**config.mk**
```make
export PLATFORM = sky130hd
export DESIGN_NAME = fca_div
export DESIGN_NICKNAME = d
export VERILOG_FILES = /design/src/design/fca_pkg.sv /design/src/design/fca_div.sv
export SDC_FILE = /design/constraint.sdc
export NUM_CORES = 1
export LEC_CHECK = 0
export ABC_AREA = 1
export BUFFER_PORTS_ARGS = -buffer_cell sky130_fd_sc_hd__buf_2
export CAP_MARGIN = 20
export CORE_MARGIN = 8
export CORE_UTILIZATION = 45
export DETAILED_ROUTE_END_ITERATION = 6
export PLACE_DENSITY = 0.72
export SYNTH_ARGS = -nofsm -noshare
export SYNTH_HDL_FRONTEND = slang
export SYNTH_SLANG_ARGS = --single-unit
```
**constraint.sdc**
```tcl
create_clock -name clk -period 1.6 [get_ports clk]
set_clock_uncertainty 0.2 [all_clocks]
set_input_delay 0.08 -clock clk [delete_from_list [all_inputs] [get_ports clk]]
set_output_delay 0.08 -clock clk [all_outputs]
set_load 0.01 [all_outputs]
```
**src/design/fca_pkg.sv**
```systemverilog
// package: request/result types, operation and status codes for the chain allocator
`timescale 1ns / 1ps
package fca_pkg;

  // table entry codes
  localparam logic [15:0] END_MARK = 16'hFFFF;
  localparam logic [15:0] FREE_MARK = 16'h0000;

  // operation codes
  localparam logic [1:0] FUNC_EXTEND = 2'd0;
  localparam logic [1:0] FUNC_LOOKUP = 2'd1;
  localparam logic [1:0] FUNC_FREE   = 2'd2;
  localparam logic [1:0] FUNC_UNUSED = 2'd3;

  // status codes
  localparam logic [1:0] ST_OK      = 2'd0;
  localparam logic [1:0] ST_NO_FREE = 2'd1;
  localparam logic [1:0] ST_BROKEN  = 2'd2;

  localparam int POS_W = 24;

  typedef struct packed {
    logic [1:0]       func;
    logic [15:0]      chain_start;
    logic [POS_W-1:0] byte_position;
  } fca_in_t;

  typedef struct packed {
    logic [1:0]  status;
    logic [15:0] block;
    logic [15:0] chain_length;
  } fca_out_t;

  // what the table walker is doing between read and check
  typedef enum logic [4:0] {
    MODE_WALK       = 5'b00001,
    MODE_SCAN_FIRST = 5'b00010,
    MODE_SCAN       = 5'b00100,
    MODE_LOOK       = 5'b01000,
    MODE_FREE       = 5'b10000
  } fca_mode_t;

endpackage

```
**src/design/fca_div.sv**
```systemverilog
// divider of the byte position by the constant block size, by reciprocal multiplication
`timescale 1ns / 1ps
module fca_div #(
  parameter int DIVISOR = 512
) (
  input  logic                      clk,
  input  logic                      rst_n,
  input  logic                      start,
  input  logic [fca_pkg::POS_W-1:0] dividend,
  output logic                      done,
  output logic [fca_pkg::POS_W-1:0] quot,
  output logic                      rem_nz
);
  import fca_pkg::*;

  // rounded-up reciprocal and shift, exact for every dividend of POS_W bits
  localparam int SH_L = (DIVISOR > 1) ? $clog2(DIVISOR) : 0;
  localparam int SH = POS_W + SH_L;
  localparam logic [63:0] RECIP64 =
    ((64'd1 << SH) + 64'(DIVISOR) - 64'd1) / 64'(DIVISOR);
  localparam logic [POS_W:0] RECIP = RECIP64[POS_W:0];
  localparam logic [16:0] DIV17 = 17'(DIVISOR);

  logic               run_r, run_nxt;
  logic               step_r, step_nxt;
  logic [POS_W-1:0]   x_r, x_nxt;
  logic [POS_W-1:0]   q_r, q_nxt;
  logic               rnz_r, rnz_nxt;
  logic [2*POS_W:0]   prod;
  logic [POS_W+16:0]  back;

  // step one: quotient by multiply and shift; step two: remainder test
  always_comb begin
    prod     = (2*POS_W+1)'(x_r) * (2*POS_W+1)'(RECIP);
    back     = (POS_W+17)'(q_r) * (POS_W+17)'(DIV17);
    run_nxt  = run_r;
    step_nxt = step_r;
    x_nxt    = x_r;
    q_nxt    = q_r;
    rnz_nxt  = rnz_r;
    if (start) begin
      run_nxt  = 1'b1;
      step_nxt = 1'b0;
      x_nxt    = dividend;
    end else if (run_r) begin
      if (!step_r) begin
        q_nxt    = POS_W'(prod >> SH);
        step_nxt = 1'b1;
      end else begin
        rnz_nxt = (back != (POS_W+17)'(x_r));
        run_nxt = 1'b0;
      end
    end
  end

  always_ff @(posedge clk) begin
    if (!rst_n) begin
      run_r  <= 1'b0;
      step_r <= 1'b0;
    end else begin
      run_r  <= run_nxt;
      step_r <= step_nxt;
    end
    x_r   <= x_nxt;
    q_r   <= q_nxt;
    rnz_r <= rnz_nxt;
  end

  assign done   = !run_r;
  assign quot   = q_r;
  assign rem_nz = rnz_r;

endmodule

```
==> reports/summary.txt <==
Largest family of logic cells by synthesized area: simple AND/OR/NAND/NOR gates
Final WL: 3170 um
Post-synthesis mux area share: 0
CTS tree: done
Xor and xnor fraction of the mapped netlist area: 0.0263
Placer Congestion: 0.738
Mapped Area: 0.00167 mm^2
Fillers: 302
CP Data Required Time: 1.44 ns
Cts repair resizes: 0
YS warnings: 0
Layout cells sized above 1: 0.258
Sequential power share: 0.609
DP Cell Count: 228
Complex-gate fraction of the synthesized area: 0.00750
Site Rows: 22
Crit-path max FO: 1
Num ports: 53
Cell variety after synth: 16
Pwr per Cell Area: 961 mW/mm^2
Most frequent cells in the layout: buf_2 (43), edfxtp_1 (40), nand2_1 (33)
First-pass GRT wire length: 5380 um
CTS sink cnt: 42
Wire per inst: 12.1 um
Die width: 76.9 um
Outcome: complete, no violations
# diodes: 0
RSZ-0062 raised after global routing: no
Initial drt markers: 54
Vias: 1096
Initial antenna violation count: 0
Post-synthesis simple-gate area fraction: 0.130
Area Overhead vs Synth: 35.6%
Setup CP Type: flip-flop to flip-flop
Final hold vios: 0
Total GRT Usage: 0.115
CP arrival: 1.18 ns
Leak pwr: 0.000995 uW
Commonest non-fill, non-tap cell in the layout: buf_2
Sequential-to-total area share from yosys stat: 0.744
Sw frac: 0.215
FF+latch count, synth: 42
Hold Path Class: input port to flip-flop
# Post-CTS Setup Buffers: 0
Setup crit start kind: flip-flop
Grt total ovfl: 0
Root Driver: clkbuf_8
H-tree depth: 2
Internal Power: 1710 uW
Crit. End Element: flip-flop
Max-slew violation count: 0
DR vias/cell: 4.20
Clock Latency Late Sink: 0.29 ns
Inserted Clock Buffers: 5
Die height: 76.9 um
Vias in the first global route: 1191
Core area: 0.00361 mm^2
Max Clock Freq: 746 MHz
Die area: 0.00591 mm^2
Antenna-violating nets left: 0
CTS clk-pin slew, worst paths: 0.07 ns
Synth Area in Adders: 0
Fin Setup TNS: 0 ns
Final Critical Period: 1.34 ns
Clk buf depth: 2
Logic gate share of total power: 0.099
Hold Buf Count CTS: 25
Net Switching: 467 uW
Starting Density: 0.463
# DRC: 0
Non-Filler Instances: 261
VDD IR max: 0.603 mV
Nets: 239
Mapped Avg Cell Area: 12.4 um^2
Final setup viols: 0
Clock share of power: 0.293
Placed wire-length estimate: 2310 um
PortBufs: 43
Max Cap Viol: 0
Drt first pass iters: 4
Period utilization: 0.838
Largest net degree at the start of global routing: 24
Synth Instances: 135
==> path summary, 6_finish.rpt <==
path / from / to / slack, ns / cells after the start
worst max-delay path: x_r[0] / rem_nz / 0.26 / 6
worst min-delay path: start / run_r / 0.08 / 3
worst max register to register: x_r[0] / rem_nz / 0.26 / 6
worst min register to register: x_r[18] / quot[9] / 0.26 / 0
==> kinds of logic (layout without fill, tap and decap cells) <==
| logic type | count (synthesis) | count (layout) |
|---|---|---|
| AO/OA/AOI/OAI | 2 | 2 |
| AND/OR/NAND/NOR | 54 | 54 |
| flip-flops | 42 | 42 |
| buffers and inverters | 31 | 101 |
| XOR/XNOR | 5 | 5 |
| other | 1 | 9 |
==> per-layer routing <==
layer  track usage  vias up  part of all wire
met5             0        -                 0
met4        0.0462        0             0.012
met3        0.0629        5             0.084
met2         0.197       35              0.53
met1         0.112      490              0.38
li1              -      566                 -
==> metrics by stage <==
stage	hold WS (ns)	total power (uW)	setup WS (ns)	util	area (um^2)
floorplan	-0.0416	1440	0.180	-	1700
global placement	0.0562	1500	0.289	0.535	1930
detailed placement	0.0582	1520	0.243	0.535	1930
CTS	0.0779	2190	0.240	0.627	2260
global route	0.0987	2270	0.127	0.627	2260
finish	0.0785	2170	0.260	0.627	2260
==> Yosys cell counts (all sizes together) <==
library cell	n	share of area
buf	9	0.041
nand3	2	0.0060
edfxtp	40	0.72
nor2	15	0.035
conb	1	0.0022
xnor2	5	0.026
nor3	1	0.0030
inv	22	0.050
or2	2	0.0075
a21oi	1	0.0030
a211oi	1	0.0045
nand2	34	0.078
dfxtp	2	0.024
==> registers in the layout, indices dropped and copies added (netlist names) <==
name and flops:
x_r 24, quot 15, rem_nz 1, run_r 1
step_r 1
==> power by group through the flow <==
stage,Combinational (uW),Sequential (uW),Clock (uW)
CTS,216,1320,655
global route,242,1330,700
global placement,164,1340,0
floorplan,95.5,1350,0
detailed placement,168,1350,0
finish,214,1320,636
==> final cells by class <==
type / instances / area, um^2 / share of cell area
inverter: 22 / 82.6 / 0.0365
timing repair buffer: 71 / 488 / 0.216
multi-input combinational: 70 / 309 / 0.137
clock buffer: 8 / 80.1 / 0.0354
tap: 48 / 60.1 / 0.0266
sequential: 42 / 1240 / 0.549
==> critical path, stage by stage (launching register included) <==
cell and delay, ns:
edfxtp_1 0.38, nor2_1 0.11, nand2_1 0.06, nor2_1 0.10, nand2_1 0.07, nor2_1 0.10
nand3_1 0.06
No activity file was read; power rests on OpenSTA's default activity.
